File: src/rtl/clk24_pkg.sv
// Shared types, constants and digit helpers for the 24-hour clock block.
// No dependencies; imported by every module of the block.
`default_nettype none

package clk24_pkg;

   typedef enum logic [1:0] {
      MODE_RUN        = 2'd0,
      MODE_ADJ_HOUR   = 2'd1,
      MODE_SET_MINUTE = 2'd2
   } mode_type;

   typedef enum logic {
      REG_TICKS_PER_SECOND = 1'b0,
      REG_TICKS_PER_BLINK  = 1'b1
   } csr_index_type;

   localparam logic [4:0] HOUR_MAX   = 5'd23;
   localparam logic [5:0] MINUTE_MAX = 6'd59;
   localparam logic [5:0] SECOND_MAX = 6'd59;
   localparam logic [4:0] HOUR_RESET = 5'd12;
   localparam logic [7:0] TPS_RESET  = 8'd20;
   localparam logic [7:0] TPB_RESET  = 8'd5;
   localparam logic [7:0] COLON_BIT  = 8'h80;

   // Time and mode after one transaction, handed from core to display
   typedef struct packed {
      logic [4:0] hour;
      logic [5:0] minute;
      logic [5:0] second;
      mode_type   mode;
      logic       blink;
   } view_type;

   // Common-cathode pattern, bit 0 = a .. bit 6 = g; blank above 9
   function automatic logic [7:0] seven_seg_of(input logic [3:0] digit);
      logic [7:0] pat;
      case (digit)
         4'd0:    pat = 8'h3F;
         4'd1:    pat = 8'h06;
         4'd2:    pat = 8'h5B;
         4'd3:    pat = 8'h4F;
         4'd4:    pat = 8'h66;
         4'd5:    pat = 8'h6D;
         4'd6:    pat = 8'h7D;
         4'd7:    pat = 8'h07;
         4'd8:    pat = 8'h7F;
         4'd9:    pat = 8'h6F;
         default: pat = 8'h00;
      endcase
      return pat;
   endfunction

   // Tens digit of a value below 64
   function automatic logic [2:0] tens_of(input logic [5:0] value);
      logic [2:0] t;
      if (value >= 6'd60)      t = 3'd6;
      else if (value >= 6'd50) t = 3'd5;
      else if (value >= 6'd40) t = 3'd4;
      else if (value >= 6'd30) t = 3'd3;
      else if (value >= 6'd20) t = 3'd2;
      else if (value >= 6'd10) t = 3'd1;
      else                     t = 3'd0;
      return t;
   endfunction

   function automatic logic [3:0] units_of(input logic [5:0] value);
      logic [2:0] t;
      logic [5:0] ten_mul;
      logic [5:0] rem;
      t       = tens_of(value);
      ten_mul = {t, 3'b000} - {2'b00, t, 1'b0} + {1'b0, t, 2'b00};
      rem     = value - ten_mul;
      return rem[3:0];
   endfunction

endpackage

`default_nettype wire

File: src/rtl/clk24_time_core.sv
// Clock state: config registers, button edge detect, set logic, prescalers.
// Depends on clk24_pkg; presents next-state view to the display encoder.
`default_nettype none

module clk24_time_core
   import clk24_pkg::*;
(
   input  wire logic       clock,
   input  wire logic       reset,
   input  wire logic       accept,
   input  wire logic       tick,
   input  wire logic       mode_button,
   input  wire logic       up_button,
   input  wire logic       down_button,
   input  wire logic       csr_we,
   input  wire logic       csr_addr,
   input  wire logic [7:0] csr_wdata,
   output view_type        view_next
);

   logic [7:0] tps_ff;
   logic [7:0] tpb_ff;
   logic [4:0] hour_ff,  hour_in;
   logic [5:0] minute_ff, minute_in;
   logic [5:0] second_ff, second_in;
   logic [7:0] tick_pre_ff, tick_pre_in;
   logic [7:0] blink_pre_ff, blink_pre_in;
   logic       blink_ff, blink_in;
   mode_type   mode_ff, mode_in;
   logic       mode_last_ff, mode_last_in;
   logic       up_last_ff, up_last_in;
   logic       down_last_ff, down_last_in;

   logic       up_hit;
   logic       down_hit;
   logic [4:0] hour_set;
   logic [5:0] minute_set;
   logic [5:0] second_set;
   logic [7:0] tick_pre_inc;
   logic [7:0] blink_pre_inc;

   assign up_hit        = up_last_ff & ~up_button;
   assign down_hit      = down_last_ff & ~down_button;
   assign tick_pre_inc  = tick_pre_ff + 8'd1;
   assign blink_pre_inc = blink_pre_ff + 8'd1;

   always_comb begin
      mode_in      = mode_ff;
      mode_last_in = mode_button;
      if (mode_last_ff && !mode_button) begin
         unique case (mode_ff)
            MODE_RUN:        mode_in = MODE_ADJ_HOUR;
            MODE_ADJ_HOUR:   mode_in = MODE_SET_MINUTE;
            MODE_SET_MINUTE: mode_in = MODE_RUN;
            default:         mode_in = MODE_RUN;
         endcase
      end
   end

   // Up applied before down within one transaction
   always_comb begin
      up_last_in   = up_last_ff;
      down_last_in = down_last_ff;
      hour_set     = hour_ff;
      minute_set   = minute_ff;
      second_set   = second_ff;
      if (mode_in == MODE_ADJ_HOUR) begin
         up_last_in   = up_button;
         down_last_in = down_button;
         if (up_hit) begin
            hour_set = (hour_set >= HOUR_MAX) ? 5'd0 : hour_set + 5'd1;
         end
         if (down_hit) begin
            hour_set = (hour_set == 5'd0) ? HOUR_MAX : hour_set - 5'd1;
         end
      end else if (mode_in == MODE_SET_MINUTE) begin
         up_last_in   = up_button;
         down_last_in = down_button;
         if (up_hit) begin
            minute_set = (minute_set >= MINUTE_MAX) ? 6'd0 : minute_set + 6'd1;
            second_set = 6'd0;
         end
         if (down_hit) begin
            minute_set = (minute_set == 6'd0) ? MINUTE_MAX : minute_set - 6'd1;
            second_set = 6'd0;
         end
      end
   end

   always_comb begin
      hour_in      = hour_set;
      minute_in    = minute_set;
      second_in    = second_set;
      tick_pre_in  = tick_pre_ff;
      blink_pre_in = blink_pre_ff;
      blink_in     = blink_ff;
      if (tick) begin
         if (tick_pre_inc >= tps_ff) begin
            tick_pre_in = 8'd0;
            if (second_set >= SECOND_MAX) begin
               second_in = 6'd0;
               if (minute_set >= MINUTE_MAX) begin
                  minute_in = 6'd0;
                  hour_in   = (hour_set >= HOUR_MAX) ? 5'd0 : hour_set + 5'd1;
               end else begin
                  minute_in = minute_set + 6'd1;
               end
            end else begin
               second_in = second_set + 6'd1;
            end
         end else begin
            tick_pre_in = tick_pre_inc;
         end
         if (blink_pre_inc >= tpb_ff) begin
            blink_pre_in = 8'd0;
            blink_in     = ~blink_ff;
         end else begin
            blink_pre_in = blink_pre_inc;
         end
      end
   end

   assign view_next = '{hour: hour_in, minute: minute_in, second: second_in,
                        mode: mode_in, blink: blink_in};

   always_ff @(posedge clock) begin
      if (reset) begin
         tps_ff <= TPS_RESET;
         tpb_ff <= TPB_RESET;
      end else if (csr_we) begin
         unique case (csr_index_type'(csr_addr))
            REG_TICKS_PER_SECOND: tps_ff <= csr_wdata;
            REG_TICKS_PER_BLINK:  tpb_ff <= csr_wdata;
            default:              tps_ff <= tps_ff;
         endcase
      end
   end

   always_ff @(posedge clock) begin
      if (reset) begin
         hour_ff      <= HOUR_RESET;
         minute_ff    <= 6'd0;
         second_ff    <= 6'd0;
         tick_pre_ff  <= 8'd0;
         blink_pre_ff <= 8'd0;
         blink_ff     <= 1'b0;
         mode_ff      <= MODE_RUN;
         mode_last_ff <= 1'b1;
         up_last_ff   <= 1'b1;
         down_last_ff <= 1'b1;
      end else if (accept) begin
         hour_ff      <= hour_in;
         minute_ff    <= minute_in;
         second_ff    <= second_in;
         tick_pre_ff  <= tick_pre_in;
         blink_pre_ff <= blink_pre_in;
         blink_ff     <= blink_in;
         mode_ff      <= mode_in;
         mode_last_ff <= mode_last_in;
         up_last_ff   <= up_last_in;
         down_last_ff <= down_last_in;
      end
   end

endmodule

`default_nettype wire

File: src/rtl/clk24_display.sv
// Seven-segment encoder: digit split, blanking of the field being set, colon.
// Depends on clk24_pkg; purely combinational.
`default_nettype none

module clk24_display
   import clk24_pkg::*;
(
   input  wire view_type    view,
   output logic      [7:0] seg_hour_tens,
   output logic      [7:0] seg_hour_units,
   output logic      [7:0] seg_minute_tens,
   output logic      [7:0] seg_minute_units
);

   logic       show_hour;
   logic       show_minute;
   logic [5:0] hour_wide;
   logic [7:0] hour_units_pat;

   assign show_hour   = !(view.mode == MODE_ADJ_HOUR && !view.blink);
   assign show_minute = !(view.mode == MODE_SET_MINUTE && !view.blink);
   assign hour_wide   = {1'b0, view.hour};

   assign hour_units_pat = seven_seg_of(units_of(hour_wide));

   always_comb begin
      seg_hour_tens    = 8'h00;
      seg_hour_units   = 8'h00;
      seg_minute_tens  = 8'h00;
      seg_minute_units = 8'h00;
      if (show_hour) begin
         seg_hour_tens  = seven_seg_of({1'b0, tens_of(hour_wide)});
         seg_hour_units = hour_units_pat;
         if (view.mode == MODE_RUN && view.blink) begin
            seg_hour_units = hour_units_pat | COLON_BIT;
         end
      end
      if (show_minute) begin
         seg_minute_tens  = seven_seg_of({1'b0, tens_of(view.minute)});
         seg_minute_units = seven_seg_of(units_of(view.minute));
      end
   end

endmodule

`default_nettype wire

File: src/rtl/settable_24h_clock_with_display_top.sv
// Top level of the settable 24-hour clock: stream ports and result register.
// Depends on clk24_pkg, clk24_time_core and clk24_display.
//
// One sample transaction in, one result transaction out. Each sample is
// applied in order: mode edge, then up/down edges in a set mode,
// then the tick, and the encoded display is captured in the result register
// at the accepting edge and offered from the next cycle on. A new sample is
// taken every cycle while the result register is empty or being drained;
// throughput is then one transaction per cycle. The user must write period
// registers through csr_* only while no sample is in flight; the block has no check for it.
`default_nettype none

module settable_24h_clock_with_display_top
   import clk24_pkg::*;
(
   input  wire logic        clock,
   input  wire logic        reset,
   input  wire logic        req_tvalid,
   output logic             req_tready,
   input  wire logic [7:0]  req_tdata,   // tick, mode_button, up_button, down_button, pad
   output logic             rsp_tvalid,
   input  wire logic        rsp_tready,
   output logic      [55:0] rsp_tdata,   // hour_now[4:0], minute_now[10:5],
                                         // second_now[16:11], mode_now[18:17],
                                         // seg_hour_tens[26:19], seg_hour_units[34:27],
                                         // seg_minute_tens[42:35],
                                         // seg_minute_units[50:43], pad
   input  wire logic        csr_we,
   input  wire logic        csr_addr,
   input  wire logic [7:0]  csr_wdata
);

   logic        accept;
   view_type    view_next;
   logic [7:0]  seg_ht, seg_hu, seg_mt, seg_mu;
   logic        rsp_valid_ff;
   logic [55:0] rsp_data_ff, rsp_data_in;

   assign req_tready = !rsp_valid_ff || rsp_tready;
   assign accept     = req_tvalid && req_tready;

   clk24_time_core u_core (
      .clock       (clock),
      .reset       (reset),
      .accept      (accept),
      .tick        (req_tdata[0]),
      .mode_button (req_tdata[1]),
      .up_button   (req_tdata[2]),
      .down_button (req_tdata[3]),
      .csr_we      (csr_we),
      .csr_addr    (csr_addr),
      .csr_wdata   (csr_wdata),
      .view_next   (view_next)
   );

   clk24_display u_display (
      .view             (view_next),
      .seg_hour_tens    (seg_ht),
      .seg_hour_units   (seg_hu),
      .seg_minute_tens  (seg_mt),
      .seg_minute_units (seg_mu)
   );

   assign rsp_data_in = {5'd0, seg_mu, seg_mt, seg_hu, seg_ht, 2'(view_next.mode),
                         view_next.second, view_next.minute, view_next.hour};

   always_ff @(posedge clock) begin
      if (reset) begin
         rsp_valid_ff <= 1'b0;
      end else if (accept) begin
         rsp_valid_ff <= 1'b1;
      end else if (rsp_tready) begin
         rsp_valid_ff <= 1'b0;
      end
   end

   always_ff @(posedge clock) begin
      if (accept) begin
         rsp_data_ff <= rsp_data_in;
      end
   end

   assign rsp_tvalid = rsp_valid_ff;
   assign rsp_tdata  = rsp_data_ff;

endmodule

`default_nettype wire
File: config.mk
export PLATFORM = sky130hd
export DESIGN_NAME = settable_24h_clock_with_display_top
export DESIGN_NICKNAME = d
export VERILOG_FILES = /design/src/rtl/clk24_pkg.sv /design/src/rtl/clk24_time_core.sv /design/src/rtl/clk24_display.sv /design/src/rtl/settable_24h_clock_with_display_top.sv
export SDC_FILE = /design/constraint.sdc
export NUM_CORES = 1
export LEC_CHECK = 0
export BUFFER_PORTS_ARGS = -buffer_cell sky130_fd_sc_hd__buf_2
export CORE_MARGIN = 2
export CORE_UTILIZATION = 57
export CTS_CLUSTER_DIAMETER = 80
export DETAILED_ROUTE_END_ITERATION = 6
export PLACE_DENSITY = 0.79
export SLEW_MARGIN = 40
export SYNTH_ARGS = -nofsm -noshare
export SYNTH_HDL_FRONTEND = slang
export SYNTH_SLANG_ARGS = --single-unit
File: constraint.sdc
create_clock -name clock -period 17.2 [get_ports clock]
set_clock_uncertainty 0.05 [all_clocks]
set_input_delay 0.86 -clock clock [delete_from_list [all_inputs] [get_ports clock]]
set_output_delay 0.86 -clock clock [all_outputs]
set_load 0.005 [all_outputs]
# Yosys cells after proc, flatten, opt, wreduce, memory -nomap -nowiden
# Memory sizes are Yosys's and may differ from the RTL's. A register that Yosys moved wholly into a read port is not among the register bits.
# Index checks and enable logic that the tools add are counted.
[totals]
reg_bits = 107
rom_bits = 336
elab_cells = 139
memories = 4
[memory_table]
columns = ["memory", "depth", "word_bits", "read_ports", "rd_clocked_by_memory_dff", "wr", "line", "source"]
rows = [
  ["(name not given)", 16, 7, 1, 1, 0, "clk24_pkg.sv:38", "case (digit)"],
  ["(name not given)", 16, 7, 1, 0, 0, "clk24_pkg.sv:38", ""],
  ["(name not given)", 8, 7, 1, 1, 0, "clk24_pkg.sv:38", ""],
  ["(name not given)", 8, 7, 1, 1, 0, "clk24_pkg.sv:38", ""],
]
[op_classes]
n_addsub = 15
magnitude_cmp = 19
eq_ne = 3
muxes = 57
bitwise = 6
n_reduce_logical = 19
[op_table]
columns = ["cell", "n"]
rows = [
  ["6-bit two-way mux", 19],
  ["5-bit two-way mux", 11],
  ["6-bit >= comparator (second input constant)", 6],
  ["3-bit two-way mux", 12],
  ["8-bit two-way mux", 3],
  ["5-bit >= comparator (second input constant)", 4],
  ["6-bit by 1-bit adder with 6-bit output (second input constant)", 3],
  ["5-bit by 6-bit >= comparator with 1-bit output (second input constant)", 3],
  ["8-bit by 1-bit adder with 8-bit output (second input constant)", 2],
  ["8-bit >= comparator", 2],
  ["4-bit subtractor", 4],
  ["6-bit by 5-bit >= comparator with 1-bit output (second input constant)", 2],
  ["5-bit by 1-bit adder with 5-bit output (second input constant)", 2],
  ["1-bit two-way mux", 10],
  ["4-bit adder", 2],
  ["2-bit AND reduction", 4],
  ["6-bit by 4-bit >= comparator with 1-bit output (second input constant)", 1],
  ["6-bit logical NOT", 1],
  ["6-bit by 1-bit subtractor with 6-bit output (second input constant)", 1],
  ["5-bit by 4-bit >= comparator with 1-bit output (second input constant)", 1],
  ["1-bit logical AND", 5],
  ["5-bit logical NOT", 1],
  ["5-bit by 1-bit subtractor with 5-bit output (second input constant)", 1],
  ["2-bit by 1-bit equality test with 1-bit output (second input constant)", 2],
  ["9 further kinds", 17],
]

# Longest topological paths before layout
# An unclocked memory read counts as a cell.
[depth]
ltp_word = 28
depth_mapped = 35

# Cells and area by module
# Synthesis repeated with hierarchy kept, for this count alone.
[hier_totals]
hier_cells = 826
area_unflattened_um2 = 7171.9
[modules_own_cells]
columns = ["module", "instances", "cells_per_inst", "area_each_um2"]
rows = [
  ["clk24_time_core", 1, 597, 4346.7],
  ["settable_24h_clock_with_display_top", 1, 62, 1627.8],
  ["clk24_display", 1, 167, 1197.4],
]

# Worst setup path before layout
# No wires, ideal clock.
[synth_path]
kind = "input port to flip-flop"
startpoint = "input req_tdata[1]"
endpoint = "register rsp_data_ff[43], in the netlist rsp_tdata[43], data pin"
setup_time_ns = 0.273
arrival_ns = 6.687
required_time_ns = 16.877
path_slack_ns = 10.190
cell_stages = 31
n_path_buf = 2
path_cell_list = "nand2b_1 a21oi_1 inv_1 ha_1 nor2b_1 clkbuf_1 o21ai_2 and2_1 ha_1 o211ai_1 or3_1 clkbuf_1 nor3_1 a21oi_1 ha_1 inv_1 and4_1 a211o_1 a32oi_1 nand2_1 nor2_1 xnor2_1 ha_1 inv_1 a211oi_1 xnor2_1 xnor2_1 xnor2_2 nor3_1 mux2i_2 o211ai_1"
[synth_via]
elab_chain_cells = 22
word_cells_on_any_way = 33
[synth_lines]
columns = ["element", "line", "source"]
rows = [
  ["start, declared", "settable_24h_clock_with_display_top.sv:20", "input wire logic [7:0] req_tdata,"],
  ["1-bit logical NOT (*)", "clk24_time_core.sv:50", "if (mode_last_ff && !mode_button) begin"],
  ["1-bit logical AND (*)", "clk24_time_core.sv:50", ""],
  ["2-bit two-way mux (*)", "clk24_time_core.sv:50", ""],
  ["via u_core.mode_in[0]", "clk24_time_core.sv:29", "mode_type mode_ff, mode_in;"],
  ["2-bit equality test", "clk24_time_core.sv:76, clk24_display.sv:21", ""],
  ["6-bit two-way mux", "clk24_time_core.sv:76", "end else if (mode_in == MODE_SET_MINUTE) begin"],
  ["6-bit two-way mux", "clk24_time_core.sv:67", "if (mode_in == MODE_ADJ_HOUR) begin"],
  ["6-bit by 1-bit adder with 6-bit output / 6-bit >= comparator (equally long branches)", "clk24_time_core.sv:106, clk24_time_core.sv:102", ""],
  ["[7 not listed]", "n/a", ""],
  ["3-bit two-way mux", "clk24_pkg.sv:60", "else if (value >= 6'd30) t = 3'd3;"],
  ["3-bit two-way mux", "clk24_pkg.sv:59", "else if (value >= 6'd40) t = 3'd4;"],
  ["3-bit two-way mux", "clk24_pkg.sv:58", "else if (value >= 6'd50) t = 3'd5;"],
  ["3-bit two-way mux", "clk24_pkg.sv:57", "if (value >= 6'd60) t = 3'd6;"],
  ["3-bit two-way mux", "clk24_display.sv:38", "if (show_minute) begin"],
  ["4-bit subtractor", "clk24_pkg.sv:72", "ten_mul = {t, 3'b000} - {2'b00, t, 1'b0} + {1'b0, t, 2'b00};"],
  ["4-bit adder", "clk24_pkg.sv:72", ""],
  ["4-bit subtractor", "clk24_pkg.sv:73", "rem = value - ten_mul;"],
  ["end, declared", "settable_24h_clock_with_display_top.sv:37", "logic [55:0] rsp_data_ff, rsp_data_in;"],
]
# The timed path passes the listed nets; every way through them passes the cells marked *. The select of a mux whose other input is x is not followed.
# A chain may end at the register's enable or synchronous reset.

# Final worst setup path
[layout_path]
startpoint = "input req_tdata[1]"
endpoint = "register rsp_data_ff[43], in the netlist rsp_tdata[43], data pin"
[layout_via]
elab_chain_cells = 22
word_cells_on_any_way = 33
[layout_lines]
columns = ["element", "line", "source"]
rows = [
  ["1-bit logical NOT (*)", "clk24_time_core.sv:50", ""],
  ["1-bit logical AND (*)", "clk24_time_core.sv:50", ""],
  ["2-bit two-way mux (*)", "clk24_time_core.sv:50", ""],
  ["via u_core.mode_in[0]", "clk24_time_core.sv:29", ""],
  ["2-bit equality test", "clk24_time_core.sv:76", ""],
  ["6-bit two-way mux", "clk24_time_core.sv:76", ""],
  ["6-bit two-way mux", "clk24_time_core.sv:67", ""],
  ["6-bit by 1-bit adder with 6-bit output / 6-bit >= comparator (equally long branches)", "clk24_time_core.sv:106, clk24_time_core.sv:102", ""],
  ["[4 not listed]", "n/a", ""],
  ["via u_core.minute_in[1]", "clk24_time_core.sv:24", "logic [5:0] minute_ff, minute_in;"],
  ["[3 not listed]", "n/a", ""],
  ["3-bit two-way mux", "clk24_pkg.sv:60", ""],
  ["3-bit two-way mux", "clk24_pkg.sv:59", ""],
  ["3-bit two-way mux", "clk24_pkg.sv:58", ""],
  ["3-bit two-way mux", "clk24_pkg.sv:57", ""],
  ["3-bit two-way mux", "clk24_display.sv:38", ""],
  ["4-bit subtractor", "clk24_pkg.sv:72", ""],
  ["4-bit adder", "clk24_pkg.sv:72", ""],
  ["4-bit subtractor (*)", "clk24_pkg.sv:73", ""],
]
# Marked as above.

==> results.json <==
{
  "power.share.clock_pct": 21.6,
  "grt_max_degree": 79,
  "wl_um": 15400,
  "slew_violations": 0,
  "p_comb_share_pct": 44.9,
  "required_ps": 17230,
  "fmax_mhz": 125,
  "finalSetupViolations": 0,
  "switchingPower_mw": 0.362,
  "numCtsBuffers": 9,
  "synth.area.top_cells": "edfxtp_1 (20%), dfxtp_1 (16%), ha_1 (10%)",
  "rsz0062_at_grt": "no",
  "hold_depth": 2,
  "gr-usage-all-layers_pct": 23.2,
  "cts_sinks": 103,
  "detail-route-antenna-nets": 0,
  "dp.cells": 1026,
  "crit_path_end_kind": "flop",
  "finalCriticalPeriod_ps": 8000,
  "netlist_instances": 828,
  "synth_ff_type": "dfxtp_1",
  "antennaDiodeCount": 0,
  "drt_first_pass_iters": 5,
  "swShare_pct": 37.5,
  "synth_area_per_cell_sq_um": 8.67,
  "worst_pin_slew_ps": 853,
  "clock_latency_ps": 360,
  "ys_seq_elements": 103,
  "synth.top_cell.area_share_pct": 19.7,
  "postLayoutCellArea_sq_mm": 0.00782,
  "seq_area_frac_synth_pct": 35.3,
  "num_vias": 6065,
  "tns_ps": 0,
  "worst_slack_ps": 9200,
  "drc_errors": 0,
  "synth_cell_types": 89,
  "critPathMaxStageDelay_ps": 610,
  "path_depth": 31,
  "via_per_inst": 5.82,
  "start_util_pct": 59.0,
  "r2r_cells": 34,
  "path_max_fanout": 14,
  "drt_iter0_drc": 432,
  "dieArea_sq_mm": 0.0135,
  "place_area_sq_mm": 0.00751,
  "rows": 40,
  "cp-start-kind": "input port",
  "min_path_type": "reg -> reg",
  "io_buffers": 67,
  "cts-root-buf": "clkbuf_16",
  "stdcell_count": 1042,
  "slowest_stage": "nor2b_1",
  "grt_antenna_before_repair": 1,
  "syn-cell-area_sq_mm": 0.00718,
  "ir_worst_vdd_v": 0.0000657,
  "die_w_um": 116,
  "fin_nets": 951,
  "synth_edf_count": 47,
  "syn_to_final_growth_pct": 8.92,
  "pre_cts_slack_ps": 8930,
  "holdWs_ps": 403,
  "period_share_pct": 46.5,
  "cp_top_family": "compound AO/OA/AOI/OAI gates",
  "slew_headroom_pct": 43.0,
  "htree_levels": 3,
  "clockBufferDepth": 2,
  "post-dp-hpwl_um": 10900,
  "die_h_um": 116,
  "p_leak_nw": 3.39,
  "boundaryPins": 80,
  "fin_util_pct": 64.3,
  "seqPwrFrac_pct": 33.6,
  "yosys_warnings": 0,
  "timing_hold_violations_final": 0,
  "cts_hold_buffers": 0,
  "path_class": "in -> reg",
  "post_cts_buffers": 0,
  "core-area_sq_mm": 0.0122,
  "cts_resized": 0,
  "grt_pass1_vias": 5417,
  "post_route_cells_drive_above_1_share_pct": 14.0,
  "power_mw": 0.966,
  "gp_congestion": 0.897,
  "intPower_mw": 0.604,
  "status": "complete, no violations",
  "path_buf_inv": 5,
  "routedWlPerCell_um": 14.8,
  "yosysTopAreaCell": "edfxtp_1",
  "yosysMostFrequentCell": "nand2_1",
  "netlist_top_cells_count": "nand2_1 (104), nor2_1 (79), a21oi_1 (73), ha_1 (58), dfxtp_1 (56)",
  "grt_pass1_wl_um": 25200,
  "p_per_area_mw_per_mm2": 124,
  "cts_tree": "yes",
  "cts.clk_slew.worst_paths_ps": 70,
  "nFillCells": 1034,
  "crit_arrival_ps": 8030,
  "grt_overflow": 0,
  "ys_async_sr_fraction_pct": 0,
  "maxCapViolCount": 0
}
==> cell families (layout without fill, tap and decap cells) <==
kind of cell | Yosys count | count (layout) | share of synthesized area (%)
xor gates and xnor gates | 34 | 34 | 4.36
and+or+nand+nor | 309 | 309 | 20.5
other | 1 | 8 | 0.0522
adders and majority gates | 61 | 61 | 10.8
DFF | 103 | 103 | 35.3
AOI/OAI and AO/OA | 206 | 206 | 20.2
buffers and inverters | 97 | 136 | 6.22
muxes | 17 | 17 | 2.53
==> cells in the final DEF (no fill, tap or decap), drive strengths merged, types with 10 or more instances in the layout <==
master and n:
nand4 10, nand3 28, mux2i 14, a21oi 73
a21o 11, dfxtp 56, nand2 104, edfxtp 47
xor2 14, o21ai 28, xnor2 20, a211oi 16
buf 68, inv 52, ha 58, clkbuf 10
nand2b 11, nor2 79, nor3 19, and3 18
==> state kept, by name (all words and copies together) (netlist names), 5 cells and up <==
name                 flops
u_core.tick_pre_ff       8
u_core.blink_pre_ff      8
u_core.tps_ff            8
u_core.hour_ff           5
u_core.second_ff         6
u_core.minute_ff         6
rsp_tdata               47
u_core.tpb_ff            8
==> worst reg2reg max path, delay by kind of cell (launching register included) <==
kind / cells / cell delay, ps
adders and majority gates: 5 / 1390
and+or+nand+nor: 8 / 1190
muxes: 1 / 280
buffers and inverters: 5 / 430
AOI/OAI and AO/OA: 11 / 2660
xor gates and xnor gates: 4 / 850
DFF: 1 / 550
==> path summary, 6_finish.rpt <==
check                                          from             endpoint  slack [ps]
worst max-delay path                   req_tdata[1]        rsp_tdata[43]        9200
worst min-delay path            u_core.second_ff[1]  u_core.second_ff[1]         400
worst max register to register  u_core.minute_ff[0]        rsp_tdata[43]        9500
worst min register to register  u_core.second_ff[1]  u_core.second_ff[1]         400
==> power groups by stage <==
| stage | Sequential [mW] | Combinational (mW) | Clock [mW] |
|---|---|---|---|
| 2_1_floorplan | 0.330 | 0.332 | 0 |
| 3_3_place_gp | 0.329 | 0.408 | 0 |
| 3_5_place_dp | 0.330 | 0.418 | 0 |
| 4_1_cts | 0.324 | 0.425 | 0.210 |
| 5_1_grt | 0.327 | 0.483 | 0.220 |
| 6_report | 0.324 | 0.433 | 0.208 |
==> layout make-up <==
| type | instances | area (sq um) | share of cell area (%) |
|---|---|---|---|
| clock buffers | 10 | 239 | 3.06 |
| multi-input cells | 635 | 4230 | 54.1 |
| repair buffers | 68 | 349 | 4.46 |
| inverters | 52 | 195 | 2.50 |
| well taps | 168 | 210 | 2.69 |
| flip-flops and latches | 103 | 2530 | 32.4 |
| clock inverters | 6 | 60.1 | 0.768 |
==> layer usage <==
layer	routed length, um	vias up	global-route usage [%]
met5	0	-	0
met3	708	23	3.63
met2	7390	145	38.3
li1	-	3019	-
met1	7020	2878	30.8
met4	274	0	8.89
Power figures use the tool's default switching activity.
